===== src/design/swpcc_pkg.sv =====
// swpcc_pkg: shared widths, crc constants, frame position codes and the crc fold
// function for the sensor word pair crc checker
// no dependencies
package swpcc_pkg;

  localparam int unsigned BYTE_W = 8;
  localparam int unsigned WORD_W = 16;

  localparam logic [BYTE_W-1:0] CRC_POLY = 8'h31;
  localparam logic [BYTE_W-1:0] CRC_INIT = 8'hFF;
  localparam logic [BYTE_W-1:0] CRC_TOP  = 8'h80;

  typedef enum logic [2:0] {
    POS_T_HI,
    POS_T_LO,
    POS_T_CRC,
    POS_H_HI,
    POS_H_LO,
    POS_H_CRC
  } pos_t;

  // msb-first crc-8 over one byte
  function automatic logic [BYTE_W-1:0] crc_fold(input logic [BYTE_W-1:0] acc,
                                                  input logic [BYTE_W-1:0] b);
    logic [BYTE_W-1:0] v;
    v = acc ^ b;
    for (int k = 0; k < BYTE_W; k++) begin
      if ((v & CRC_TOP) != '0) begin
        v = (v << 1) ^ CRC_POLY;
      end else begin
        v = v << 1;
      end
    end
    return v;
  endfunction

endpackage


===== src/design/swpcc_if.sv =====
// swpcc_in_if and swpcc_out_if: valid/ready channels for received bytes and
// for checked word pairs
// depends on swpcc_pkg
interface swpcc_in_if (
  input logic clk
);
  logic                           valid;
  logic                           ready;
  logic [swpcc_pkg::BYTE_W-1:0]   data_byte;
  logic                           frame_start;

  modport source (input clk, output valid, output data_byte, output frame_start, input ready);
  modport sink   (input clk, input valid, input data_byte, input frame_start, output ready);
endinterface

interface swpcc_out_if (
  input logic clk
);
  logic                           valid;
  logic                           ready;
  logic [swpcc_pkg::WORD_W-1:0]   temperature_raw;
  logic [swpcc_pkg::WORD_W-1:0]   humidity_raw;
  logic                           temperature_ok;
  logic                           humidity_ok;

  modport source (input clk, output valid, output temperature_raw, output humidity_raw,
                  output temperature_ok, output humidity_ok, input ready);
  modport sink   (input clk, input valid, input temperature_raw, input humidity_raw,
                  input temperature_ok, input humidity_ok, output ready);
endinterface


===== src/design/sensor_word_pair_crc_checker_unit.sv =====
// sensor_word_pair_crc_checker_unit: top level, collects six response bytes and
// checks the temperature and humidity words with crc-8
// depends on swpcc_pkg and the channel interfaces in swpcc_if.sv
//
// usage
//   in_chan carries one response byte per item with a frame_start flag; byte order
//   is temperature high, low, crc, humidity high, low, crc. frame_start restarts
//   the frame at the first byte; after the sixth byte the next byte starts a new
//   frame by itself.
//   out_chan carries one item per complete frame: both raw words (zero if their
//   crc failed) and a pass flag for each.
//   throughput: one byte per cycle while no result waits on a stalled out_chan,
//   set by the single byte-wide crc fold between the input register and the state
//   and result registers. pipeline: a byte is held in the input register, then
//   folded into the frame state, and the sixth byte writes the result register.
//   when the receiver stalls, the result holds in the output register and the
//   input register still takes one more byte; in_chan.ready drops only when
//   that byte cannot be folded because a result is still waiting.
//   reset: rst_n (synchronous, active low) empties both registers, sets the frame
//   position to the first byte and the running crc to 0xff.
module sensor_word_pair_crc_checker_unit (
  input  logic               clk,
  input  logic               rst_n,
  swpcc_in_if.sink           in_chan,
  swpcc_out_if.source        out_chan
);

  logic                           in_v_r;
  logic [swpcc_pkg::BYTE_W-1:0]   byte_r;
  logic                           start_r;

  swpcc_pkg::pos_t                pos_r, pos_nxt, pos_eff;
  logic [swpcc_pkg::BYTE_W-1:0]   crc_r, crc_nxt, crc_base, crc_folded;
  logic [swpcc_pkg::WORD_W-1:0]   temp_word_r, temp_word_nxt;
  logic [swpcc_pkg::WORD_W-1:0]   hum_word_r, hum_word_nxt;
  logic                           temp_pass_r, temp_pass_nxt;
  logic                           hum_pass;
  logic                           res_go;

  logic                           out_v_r;
  logic [swpcc_pkg::WORD_W-1:0]   temp_raw_r, hum_raw_r;
  logic                           temp_ok_r, hum_ok_r;

  logic                           proc_go;

  assign proc_go       = in_v_r && (!out_v_r || out_chan.ready);
  assign in_chan.ready = !in_v_r || proc_go;

  always_comb begin
    pos_eff       = start_r ? swpcc_pkg::POS_T_HI : pos_r;
    crc_base      = start_r ? swpcc_pkg::CRC_INIT : crc_r;
    crc_folded    = swpcc_pkg::crc_fold(crc_base, byte_r);
    hum_pass      = (crc_base == byte_r);
    pos_nxt       = pos_r;
    crc_nxt       = crc_r;
    temp_word_nxt = temp_word_r;
    hum_word_nxt  = hum_word_r;
    temp_pass_nxt = temp_pass_r;
    res_go        = 1'b0;
    case (pos_eff)
      swpcc_pkg::POS_T_HI: begin
        crc_nxt       = crc_folded;
        temp_word_nxt = {byte_r, temp_word_r[swpcc_pkg::BYTE_W-1:0]};
        pos_nxt       = swpcc_pkg::POS_T_LO;
      end
      swpcc_pkg::POS_T_LO: begin
        crc_nxt       = crc_folded;
        temp_word_nxt = {temp_word_r[swpcc_pkg::WORD_W-1:swpcc_pkg::BYTE_W], byte_r};
        pos_nxt       = swpcc_pkg::POS_T_CRC;
      end
      swpcc_pkg::POS_T_CRC: begin
        temp_pass_nxt = (crc_base == byte_r);
        crc_nxt       = swpcc_pkg::CRC_INIT;
        pos_nxt       = swpcc_pkg::POS_H_HI;
      end
      swpcc_pkg::POS_H_HI: begin
        crc_nxt      = crc_folded;
        hum_word_nxt = {byte_r, hum_word_r[swpcc_pkg::BYTE_W-1:0]};
        pos_nxt      = swpcc_pkg::POS_H_LO;
      end
      swpcc_pkg::POS_H_LO: begin
        crc_nxt      = crc_folded;
        hum_word_nxt = {hum_word_r[swpcc_pkg::WORD_W-1:swpcc_pkg::BYTE_W], byte_r};
        pos_nxt      = swpcc_pkg::POS_H_CRC;
      end
      swpcc_pkg::POS_H_CRC: begin
        crc_nxt = swpcc_pkg::CRC_INIT;
        pos_nxt = swpcc_pkg::POS_T_HI;
        res_go  = 1'b1;
      end
      default: begin
        crc_nxt = swpcc_pkg::CRC_INIT;
        pos_nxt = swpcc_pkg::POS_T_HI;
      end
    endcase
  end

  // input register
  always_ff @(posedge clk) begin
    if (!rst_n) begin
      in_v_r <= 1'b0;
    end else if (in_chan.ready) begin
      in_v_r <= in_chan.valid;
    end
  end

  always_ff @(posedge clk) begin
    if (in_chan.ready && in_chan.valid) begin
      byte_r  <= in_chan.data_byte;
      start_r <= in_chan.frame_start;
    end
  end

  // frame state
  always_ff @(posedge clk) begin
    if (!rst_n) begin
      pos_r       <= swpcc_pkg::POS_T_HI;
      crc_r       <= swpcc_pkg::CRC_INIT;
      temp_word_r <= '0;
      hum_word_r  <= '0;
      temp_pass_r <= 1'b0;
    end else if (proc_go) begin
      pos_r       <= pos_nxt;
      crc_r       <= crc_nxt;
      temp_word_r <= temp_word_nxt;
      hum_word_r  <= hum_word_nxt;
      temp_pass_r <= temp_pass_nxt;
    end
  end

  // result register
  always_ff @(posedge clk) begin
    if (!rst_n) begin
      out_v_r <= 1'b0;
    end else if (proc_go && res_go) begin
      out_v_r <= 1'b1;
    end else if (out_chan.ready) begin
      out_v_r <= 1'b0;
    end
  end

  always_ff @(posedge clk) begin
    if (proc_go && res_go) begin
      temp_raw_r <= temp_pass_r ? temp_word_r : '0;
      hum_raw_r  <= hum_pass ? hum_word_nxt : '0;
      temp_ok_r  <= temp_pass_r;
      hum_ok_r   <= hum_pass;
    end
  end

  assign out_chan.valid           = out_v_r;
  assign out_chan.temperature_raw = temp_raw_r;
  assign out_chan.humidity_raw    = hum_raw_r;
  assign out_chan.temperature_ok  = temp_ok_r;
  assign out_chan.humidity_ok     = hum_ok_r;

  a_pos_range: assert property (@(posedge clk) disable iff (!rst_n)
    pos_r == swpcc_pkg::POS_T_HI || pos_r == swpcc_pkg::POS_T_LO ||
    pos_r == swpcc_pkg::POS_T_CRC || pos_r == swpcc_pkg::POS_H_HI ||
    pos_r == swpcc_pkg::POS_H_LO || pos_r == swpcc_pkg::POS_H_CRC)
    else $error("frame position out of range");

  a_temp_zero: assert property (@(posedge clk) disable iff (!rst_n)
    out_v_r && !temp_ok_r |-> temp_raw_r == '0)
    else $error("failed temperature word not zeroed");

  a_hum_zero: assert property (@(posedge clk) disable iff (!rst_n)
    out_v_r && !hum_ok_r |-> hum_raw_r == '0)
    else $error("failed humidity word not zeroed");

  a_last_byte_result: assert property (@(posedge clk) disable iff (!rst_n)
    proc_go && pos_eff == swpcc_pkg::POS_H_CRC |=> out_v_r && pos_r == swpcc_pkg::POS_T_HI)
    else $error("sixth byte did not produce a result");

  a_stall_hold: assert property (@(posedge clk) disable iff (!rst_n)
    in_v_r && !proc_go |=> in_v_r && $stable(byte_r) && $stable(start_r))
    else $error("held byte lost while stalled");

endmodule

===== src/flat_wrapper.sv =====
// flat-port wrapper written by rule: the top's interface ports become plain ports
module sensor_word_pair_crc_checker_unit_flat 
  (clk, rst_n, in_chan_valid, in_chan_data_byte, in_chan_frame_start, in_chan_ready, out_chan_valid, out_chan_temperature_raw, out_chan_humidity_raw, out_chan_temperature_ok, out_chan_humidity_ok, out_chan_ready);
  swpcc_in_if in_chan_i (.clk(clk));
  swpcc_out_if out_chan_i (.clk(clk));
  input  logic clk;
  input  logic rst_n;
  input wire logic [$bits(in_chan_i.valid)-1:0] in_chan_valid;
  input wire logic [$bits(in_chan_i.data_byte)-1:0] in_chan_data_byte;
  input wire logic [$bits(in_chan_i.frame_start)-1:0] in_chan_frame_start;
  output wire logic [$bits(in_chan_i.ready)-1:0] in_chan_ready;
  output wire logic [$bits(out_chan_i.valid)-1:0] out_chan_valid;
  output wire logic [$bits(out_chan_i.temperature_raw)-1:0] out_chan_temperature_raw;
  output wire logic [$bits(out_chan_i.humidity_raw)-1:0] out_chan_humidity_raw;
  output wire logic [$bits(out_chan_i.temperature_ok)-1:0] out_chan_temperature_ok;
  output wire logic [$bits(out_chan_i.humidity_ok)-1:0] out_chan_humidity_ok;
  input wire logic [$bits(out_chan_i.ready)-1:0] out_chan_ready;
  assign in_chan_i.valid = in_chan_valid;
  assign in_chan_i.data_byte = in_chan_data_byte;
  assign in_chan_i.frame_start = in_chan_frame_start;
  assign in_chan_ready = in_chan_i.ready;
  assign out_chan_valid = out_chan_i.valid;
  assign out_chan_temperature_raw = out_chan_i.temperature_raw;
  assign out_chan_humidity_raw = out_chan_i.humidity_raw;
  assign out_chan_temperature_ok = out_chan_i.temperature_ok;
  assign out_chan_humidity_ok = out_chan_i.humidity_ok;
  assign out_chan_i.ready = out_chan_ready;
  sensor_word_pair_crc_checker_unit u_core (.clk(clk), .rst_n(rst_n), .in_chan(in_chan_i), .out_chan(out_chan_i));
endmodule

===== config.mk =====
export PLATFORM = sky130hd
export DESIGN_NAME = sensor_word_pair_crc_checker_unit_flat
export DESIGN_NICKNAME = d
export VERILOG_FILES = /design/src/design/swpcc_pkg.sv /design/src/design/swpcc_if.sv /design/src/design/sensor_word_pair_crc_checker_unit.sv /design/src/flat_wrapper.sv
export SDC_FILE = /design/constraint.sdc
export NUM_CORES = 1
export LEC_CHECK = 0
export BUFFER_PORTS_ARGS = -buffer_cell sky130_fd_sc_hd__buf_2
export CORE_ASPECT_RATIO = 1.75
export CORE_MARGIN = 2
export CORE_UTILIZATION = 62
export DETAILED_ROUTE_END_ITERATION = 10
export PLACE_DENSITY = 0.84
export RECOVER_POWER = 100
export SLEW_MARGIN = 20
export SYNTH_ARGS = -nofsm -noshare
export SYNTH_HDL_FRONTEND = slang
export SYNTH_SLANG_ARGS = --single-unit

===== constraint.sdc =====
create_clock -name clk -period 6.68 [get_ports clk]
set_input_delay 0 -clock clk [delete_from_list [all_inputs] [get_ports clk]]
set_output_delay 0 -clock clk [all_outputs]
set_load 0.02 [all_outputs]

# Yosys cells after proc, flatten, opt, wreduce, memory -nomap -nowiden
# Cells that the tools add are included.
dict set report op_classes {
  reduce_logical 13
  mux 17
  eq_ne 6
  bitwise 11
}
# op count
set ops {}
lappend ops {{case mux 16 bit (2 select lines)} 2}
lappend ops {{two-way mux 6 bit} 8}
lappend ops {{inverter 3 bit} 8}
lappend ops {{two-way mux 8 bit} 2}
lappend ops {{case mux 3 bit (5 select lines)} 1}
lappend ops {{== test 8 bit} 1}
lappend ops {{XOR 8 bit} 1}
lappend ops {{== test 3 x 2 -> 1 bit (second input constant)} 2}
lappend ops {{== test 3 bit (second input constant)} 2}
lappend ops {{AND reduction 3 bit} 2}
lappend ops {{OR reduction 4 bit} 1}
lappend ops {{== test 3 x 1 -> 1 bit (second input constant)} 1}
lappend ops {{logical AND 1 bit} 3}
lappend ops {{logical NOT 3 bit} 1}
lappend ops {{two-way mux 1 bit} 3}
lappend ops {{two-way mux 3 bit} 1}
lappend ops {{logical NOT 1 bit} 2}
lappend ops {{logical OR 1 bit} 2}
lappend ops {{inverter 1 bit} 2}
lappend ops {{AND reduction 2 bit} 1}
lappend ops {{nonzero test 2 bit} 1}
dict set report word_totals {
  word_cells 61
  output_inout_bits 36
  ff_bits 89
}

# Depth between registers and ports, before layout
# Gate-level depths: netlist (run 1).
dict set report depth {
  ltp_word 19
  mapped_depth 9
}

# Least setup slack after synthesis (run 1)
# OpenSTA, ideal clock, no wires.
dict set report synth_path {
  kind {reg2reg}
  startpoint {reg u_core.out_v_r, in the netlist u_core.out_chan.valid}
  endpoint {reg u_core.hum_ok_r, in the netlist u_core.out_chan.humidity_ok (enable)}
  stages_incl_launch_ff 5
  setup_slack_ns 4.361
  t_arrival_ns 1.923
  required_time_ns 6.285
  path_cell_list {dfxtp_1 > nor2b_1 > nor2b_1 > clkbuf_1 > and3_1}
}
dict set report synth_between {
  elab_chain_cells 4
}
# item line
set synth_rtl {}
lappend synth_rtl {{start, declared} sensor_word_pair_crc_checker_unit.sv:40} ;# logic out_v_r;
lappend synth_rtl {{start signal, assigned} sensor_word_pair_crc_checker_unit.sv:134} ;# out_v_r <= 1'b0;
lappend synth_rtl {{start signal, assigned} sensor_word_pair_crc_checker_unit.sv:136} ;# out_v_r <= 1'b1;
lappend synth_rtl {{start signal, assigned} sensor_word_pair_crc_checker_unit.sv:138} ;# out_v_r <= 1'b0;
lappend synth_rtl {{logical NOT 1 bit} sensor_word_pair_crc_checker_unit.sv:46} ;# assign proc_go = in_v_r && (!out_v_r || out_chan.ready);
lappend synth_rtl {{logical OR 1 bit} sensor_word_pair_crc_checker_unit.sv:46}
lappend synth_rtl {{logical AND 1 bit} sensor_word_pair_crc_checker_unit.sv:46}
lappend synth_rtl {{logical AND 1 bit} sensor_word_pair_crc_checker_unit.sv:143} ;# if (proc_go && res_go) begin
lappend synth_rtl {{end signal, assigned} sensor_word_pair_crc_checker_unit.sv:147} ;# hum_ok_r <= hum_pass;
lappend synth_rtl {{end, declared} sensor_word_pair_crc_checker_unit.sv:42} ;# logic temp_ok_r, hum_ok_r;
# Every way passes these cells.
# A chain may end at the register's enable or synchronous reset.

# Worst setup path in the final report (run 1)
dict set report layout_path {
  startpoint {reg u_core.out_v_r, in the netlist u_core.out_chan.valid}
  endpoint {reg u_core.temp_raw_r (netlist bit u_core.out_chan.temperature_raw[10]) (enable)}
}
dict set report layout_between {
  elab_chain_cells 4
}
# item line
set layout_rtl {}
lappend layout_rtl {{logical NOT 1 bit} sensor_word_pair_crc_checker_unit.sv:46}
lappend layout_rtl {{logical OR 1 bit} sensor_word_pair_crc_checker_unit.sv:46}
lappend layout_rtl {{logical AND 1 bit} sensor_word_pair_crc_checker_unit.sv:46}
lappend layout_rtl {{logical AND 1 bit} sensor_word_pair_crc_checker_unit.sv:143}
lappend layout_rtl {{end signal, assigned} sensor_word_pair_crc_checker_unit.sv:144} ;# temp_raw_r <= temp_pass_r ? temp_word_r : '0;
lappend layout_rtl {{end, declared} sensor_word_pair_crc_checker_unit.sv:41} ;# logic [swpcc_pkg::WORD_W-1:0] temp_raw_r, hum_raw_r;
# Every way passes these cells.

==> impl_metrics.env, run 1 <==
export IMPL_violations="capacitance limit, slew limit"
export IMPL_synth_top_family_by_area="simple AND/OR/NAND/NOR gates"
export IMPL_fillers=489
export IMPL_power_total_mw=1.09
export IMPL_outcome="complete, but fails checks"
export IMPL_synth_most_common_cell="nand2_1"
export IMPL_ys_top_cells_by_area="edfxtp_1 33%, dfxtp_1 23%, a21oi_1 4.8%, nand2_1 4.7%, mux2i_1 4.3%"
export IMPL_crit_type="reg -> reg"
export IMPL_via_per_inst=5.63
export IMPL_crit_fanout=30
export IMPL_drv_cap=1
export IMPL_hpwlAfterDp_mm=4.98
export IMPL_synth_edf_count=43
export IMPL_slew_headroom=-0.157
export IMPL_ys_types=51
export IMPL_die_width_um=64.1
export IMPL_skew_ps=8.48
export IMPL_area_growth_pct=11.8
export IMPL_drc=0
export IMPL_grt_pass1_wl_mm=12.4
export IMPL_fp_coreArea_mm2=0.00618
export IMPL_fin_nets=439
export IMPL_pre_cts_slack_ps=4280
export IMPL_r2r_start="u_core.out_chan.valid"
export IMPL_rsz0062_at_grt="false"
export IMPL_yosysSeqAreaShare=0.564
export IMPL_drtPass1Iterations=4
export IMPL_htree_levels=3
export IMPL_multi_input_area_mm2=0.00155
export IMPL_initialDrtViolationCount=187
export IMPL_busiest_layer="met2"
export IMPL_drive_gt1_frac=0.0789
export IMPL_async_flop_share=0
export IMPL_synthSimpleGateAreaFrac=0.195
export IMPL_num_io_pins=49
export IMPL_grt_antenna_before_repair=0
export IMPL_hold_viol_final=0
export IMPL_period_share=0.538
export IMPL_cts_clk_slew_worst_paths_ps=80
export IMPL_num_rows=38
export IMPL_worstSetupStartpointType="register"
export IMPL_syn_nets=393
export IMPL_synth_seq_cells=89
export IMPL_hp_class="in -> reg"
export IMPL_final_core_util=0.710
export IMPL_arrival_ps=3560
export IMPL_cp_required_ps=6650
export IMPL_vdd_ir_drop_worst_v=0.000200
export IMPL_ys_warnings_count=0
export IMPL_yosysTopAreaCellShare=0.329
export IMPL_grt_max_degree=39
export IMPL_synthAdderAreaFrac=0
export IMPL_dieHeight_um=109
export IMPL_use_met1=0.254
export IMPL_fin_ws_ps=3090
export IMPL_post_cts_setup_buffer_count=0
export IMPL_cts_tree="yes"
export IMPL_grtUsageMet3=0.0547
export IMPL_syn_inst=380
export IMPL_setup_viol=0
export IMPL_clkLatencyLatePin_ps=360
export IMPL_use_met2=0.415
export IMPL_max_freq_mhz=278
export IMPL_cts_buffer_depth=2
export IMPL_grtUsageTotal=0.237
export IMPL_start_util=0.635
export IMPL_synth_compound_area_frac=0.112
export IMPL_synth_common_cells="49 x nand2_1, 46 x dfxtp_1, 43 x edfxtp_1"
export IMPL_register_area_mm2=0.00221
export IMPL_dieArea_mm2=0.00700
export IMPL_muxShareOfSynthArea=0.0434
export IMPL_clkSinkCount=89
export IMPL_synth_xor_area_frac=0.0482
export IMPL_first_global_vias=2766
export IMPL_numPortBuffers=48
export IMPL_critPathCaptureType="register"
export IMPL_vias=2877
export IMPL_wl_mm=7.76
export IMPL_grt_ovfl_total=0
export IMPL_syn_cell_area_mm2=0.00392
export IMPL_diodes=0
export IMPL_avgSynthCellArea_um2=10.3
export IMPL_worst_pin_slew_ps=1740
export IMPL_fin_tns_setup_ps=0
export IMPL_ant_nets=0
export IMPL_finalMaxSlewViolations=39
export IMPL_ys_flop_type="dfxtp_1"
export IMPL_hp_start="out_chan_ready"
export IMPL_cts_root_buffer="clkbuf_8"
export IMPL_power_density_mw_per_mm2=248
export IMPL_wl_per_cell_um=15.2
export IMPL_p_leak_nw=1.50
export IMPL_gp_congestion=0.914
export IMPL_cts_buffers=9
export IMPL_synth_area_leader_cell="edfxtp_1"
export IMPL_crit_start="u_core.out_chan.valid"
export IMPL_fin_crit_ps=3590
## per-layer routing
layer	routed length [um]	part of all wire
met1	2840	0.37
met2	4290	0.55
met3	485	0.063
met4	139	0.018
met5	0	0
## area by class of cell
| class | instances | area share |
|---|---|---|
| clock buffer | 11 | 0.0322 |
| clock inverter | 5 | 0.0120 |
| inverter | 3 | 0.00257 |
| multi-input combinational | 260 | 0.352 |
| sequential | 89 | 0.504 |
| tap | 80 | 0.0228 |
| timing repair buffer | 63 | 0.0736 |
## state kept, by name (all words and copies together), names as in the netlist, 3 cells and up
| signal | flops |
|---|---|
| u_core.temp_word_r | 16 |
| u_core.pos_r | 3 |
| u_core.byte_r | 8 |
| u_core.out_chan.temperature_raw | 16 |
| u_core.hum_word_r | 16 |
| u_core.out_chan.humidity_raw | 16 |
| u_core.crc_r | 8 |
## worst max-delay path, cell delays in order, from the launching register on
cell and delay [ps]:
dfxtp_1 330, nor2b_1 160, nor2b_1 110, clkbuf_1 970
and3_1 560, clkbuf_1 1030
## path summary, 6_finish.rpt
check	slack, ps	cells past startpoint	to
worst min-delay path	40	3	u_core.out_chan.valid
worst min register to register	450	2	u_core.temp_word_r[12]
worst max-delay path	3090	5	u_core.out_chan.temperature_raw[10]
worst max register to register	3090	5	u_core.out_chan.temperature_raw[10]
## power breakdown
group	leakage (nW)	switching (mW)	internal, mW
Combinational	0.585	0.0547	0.0567
Clock	0.101	0.180	0.182
Sequential	0.813	0.0300	0.583
Total	1.50	0.264	0.822
## kinds of logic after synthesis
kind of cell	count (synthesis)
AO/OA/AOI/OAI	68
multiplexers	17
XOR/XNOR	16
AND/OR/NAND/NOR	159
buffers and inverters	31
flip-flops	89
## layout by cell type (no fill, tap or decap), types with 3 or more instances in the layout
cell           instances
nand2_1               49
dfxtp_1               46
edfxtp_1              43
clkbuf_1              41
a21oi_1               38
nor2_1                33
nand3_1               24
mux2i_1               17
xnor2_1               12
dlygate4sd3_1         11
buf_2                 11
nor3_1                10
and2_0                10
clkbuf_8              10
o21ai_0                7
and2_1                 7
nand2b_1               6
nor2b_1                4
or3_1                  4
o21a_1                 3
inv_1                  3
xnor3_1                3
## through the flow
stage / hold slack [ps] / area, um2 / cells
5_1_grt: 47.1 / 4390 / 511
4_1_cts: 22.4 / 4460 / 511
3_5_place_dp: 178 / 4160 / 484
6_report: 43.5 / 4390 / 511
3_3_place_gp: 176 / 4160 / 484
2_1_floorplan: 98.9 / 3920 / 380
## timing repair
action                     in CTS  in global routing
hold endpoints to repair       17                  0
setup endpoints to repair       0                  0
hold buffers                   11                  0
gates resized for setup         0                  0
Note: power is estimated with default switching activity, not from simulation.
==> run 2, diff against run 1 <==
--- a/config.mk
+++ b/config.mk
@@ -8,9 +8,9 @@
 export BUFFER_PORTS_ARGS = -buffer_cell sky130_fd_sc_hd__buf_2
 export CORE_ASPECT_RATIO = 1.75
 export CORE_MARGIN = 2
-export CORE_UTILIZATION = 62
+export CORE_UTILIZATION = 52
 export DETAILED_ROUTE_END_ITERATION = 10
-export PLACE_DENSITY = 0.84
+export PLACE_DENSITY = 0.76
 export RECOVER_POWER = 100
 export SLEW_MARGIN = 20
 export SYNTH_ARGS = -nofsm -noshare
==> constraint.sdc (replaced) <==
create_clock -name clk -period 3 [get_ports clk]
set_input_delay 0 -clock clk [delete_from_list [all_inputs] [get_ports clk]]
set_output_delay 0 -clock clk [all_outputs]
set_load 0.02 [all_outputs]
==> impl_metrics.env, run 2 (same netlist as run 1, synthesis figures left out) <==
export IMPL_outcome="complete, but fails checks"
export IMPL_violations="capacitance limit, slew limit"
export IMPL_period_share=0.829
export IMPL_grt_ovfl_total=0
export IMPL_cts_clk_slew_worst_paths_ps=60
export IMPL_arrival_ps=2460
export IMPL_wl_met3_um=466
export IMPL_p_leak_nw=1.57
export IMPL_initialDrtViolationCount=221
export IMPL_worst_pin_slew_ps=1530
export IMPL_skew_ps=6.21
export IMPL_ant_nets=0
export IMPL_path_delay_family="simple AND/OR/NAND/NOR gates"
export IMPL_rsz0062_at_grt="false"
export IMPL_dieHeight_um=119
export IMPL_drv_cap=1
export IMPL_dieArea_mm2=0.00828
export IMPL_cts_resized=0
export IMPL_crit_fanout=27
export IMPL_cts_buffers=9
export IMPL_cp_required_ps=2970
export IMPL_setup_viol=0
export IMPL_fin_crit_ps=2490
export IMPL_drc=0
export IMPL_crit_buf_inv=1
export IMPL_slew_headroom=-0.0216
export IMPL_fin_nets=440
export IMPL_fin_tns_setup_ps=0
export IMPL_num_io_pins=49
export IMPL_max_freq_mhz=402
export IMPL_post_cts_setup_buffer_count=0
export IMPL_cts_root_buffer="clkbuf_16"
export IMPL_routedLengthMet1_mm=3.17
export IMPL_hold_viol_final=0
export IMPL_first_global_vias=2948
export IMPL_via_per_inst=5.71
export IMPL_max_stage_delay_ps=620
export IMPL_cts_tree="yes"
export IMPL_drtPass1Iterations=4
export IMPL_rr_worst_depth=3
export IMPL_diodes=0
export IMPL_crit_path_cell_trace="nor3b_1, and3_1, clkbuf_2"
export IMPL_drive_gt1_frac=0.0880
export IMPL_r2r_slack_ps=510
export IMPL_finalMaxSlewViolations=35
export IMPL_grt_max_degree=35
export IMPL_vdd_ir_drop_worst_v=0.000457
export IMPL_final_core_util=0.621
export IMPL_hpwlAfterDp_mm=5.42
export IMPL_routed_top_layer="met4"
export IMPL_min_delay_path_depth=4
export IMPL_r2r_start="u_core.start_r"
export IMPL_met2_wirelength_mm=4.50
export IMPL_gp_congestion=0.899
export IMPL_htree_levels=3
export IMPL_numPortBuffers=48
export IMPL_pre_cts_slack_ps=677
export IMPL_hold_end="u_core.in_v_r"
export IMPL_worstSetupStartpointType="register"
export IMPL_clkSinkCount=89
export IMPL_final_common_cell="nand2_1"
export IMPL_grt_pass1_wl_mm=13.9
export IMPL_crit_type="reg -> reg"
export IMPL_critPathCaptureType="register"
export IMPL_hold_slack_ps=75.2
export IMPL_final_cell_mix="49 x nand2_1, 46 x dfxtp_1, 43 x edfxtp_1"
export IMPL_path_depth=3
export IMPL_power_density_mw_per_mm2=610
export IMPL_clkLatencyLatePin_ps=340
export IMPL_num_rows=41
export IMPL_wl_mm=8.46
export IMPL_hp_start="out_chan_ready"
export IMPL_fin_ws_ps=512
export IMPL_grtUsageTotal=0.214
export IMPL_start_util=0.538
export IMPL_hp_class="in -> reg"
export IMPL_area_growth_pct=15.3
export IMPL_worstReg2RegEnd="u_core.out_chan.temperature_raw[11]"
export IMPL_dp_cells=491
export IMPL_vias=2957
export IMPL_grt_antenna_before_repair=0
export IMPL_fp_coreArea_mm2=0.00728
export IMPL_layout_cells_non_filler=518
export IMPL_wl_per_cell_um=16.3
export IMPL_die_width_um=69.7
export IMPL_cts_buffer_depth=2
export IMPL_cp_slowest_cell="edfxtp_1"
-- run 2: changes by cell type in the layout (fill, tap and decap cells not counted), sizes merged --
cell	previous run	this run
clkinvlp	0	1
buf	12	14
clkinv	3	1
-- run 2: how the worst max path moves through the flow --
stage	from	end	slack (ps)
3_5_place_dp	u_core.start_r	u_core.out_chan.humidity_raw[1]	680
4_1_cts	u_core.start_r	u_core.out_chan.humidity_raw[1]	660
2_1_floorplan	u_core.out_chan.valid	u_core.out_chan.humidity_ok	680
5_1_grt	u_core.start_r	u_core.out_chan.humidity_raw[7]	320
6_report	u_core.start_r	u_core.out_chan.temperature_raw[11]	510
3_3_place_gp	u_core.start_r	u_core.out_chan.humidity_raw[3]	810
-- run 2: layer usage --
metal  track usage  vias to the layer above
li1              -                     1429
met1         0.236                     1399
met2         0.370                      102
met3        0.0499                       27
met4         0.129                        0
met5             0                        -
-- run 2: cell type report --
cell class	count	area (um2)
sequential	89	2210
inverter	3	11.3
multi-input combinational	260	1550
timing repair buffer	64	335
clock inverter	4	50.0
tap	86	108
fill	627	2760
clock buffer	12	256
-- run 2: power by group --
part	internal, mW	switching [mW]	total, mW
combinational	0.129	0.127	0.256
clock	0.691	0.444	1.13
sequential	1.30	0.0678	1.37
total	2.12	0.639	2.76
-- run 2: what timing repair did --
| action | in CTS | in global routing |
|---|---|---|
| endpoints found under the hold margin | 14 | 0 |
| setup endpoints to repair | 0 | 0 |
| hold buffers | 11 | 0 |
-- run 2: worst register-to-register path, delay by kind of cell, from the launching register on --
kind | cells | cell delay [ps]
and+or+nand+nor | 2 | 860
buffers and inverters | 1 | 620
DFF | 1 | 620
-- run 2: per-stage QoR --
step / instance area, um2 / power [mW]
floorplan: 3920 / 1.58
global placement: 4180 / 1.63
detailed placement: 4180 / 1.64
CTS: 4600 / 2.78
global route: 4520 / 2.85
finish: 4520 / 2.76
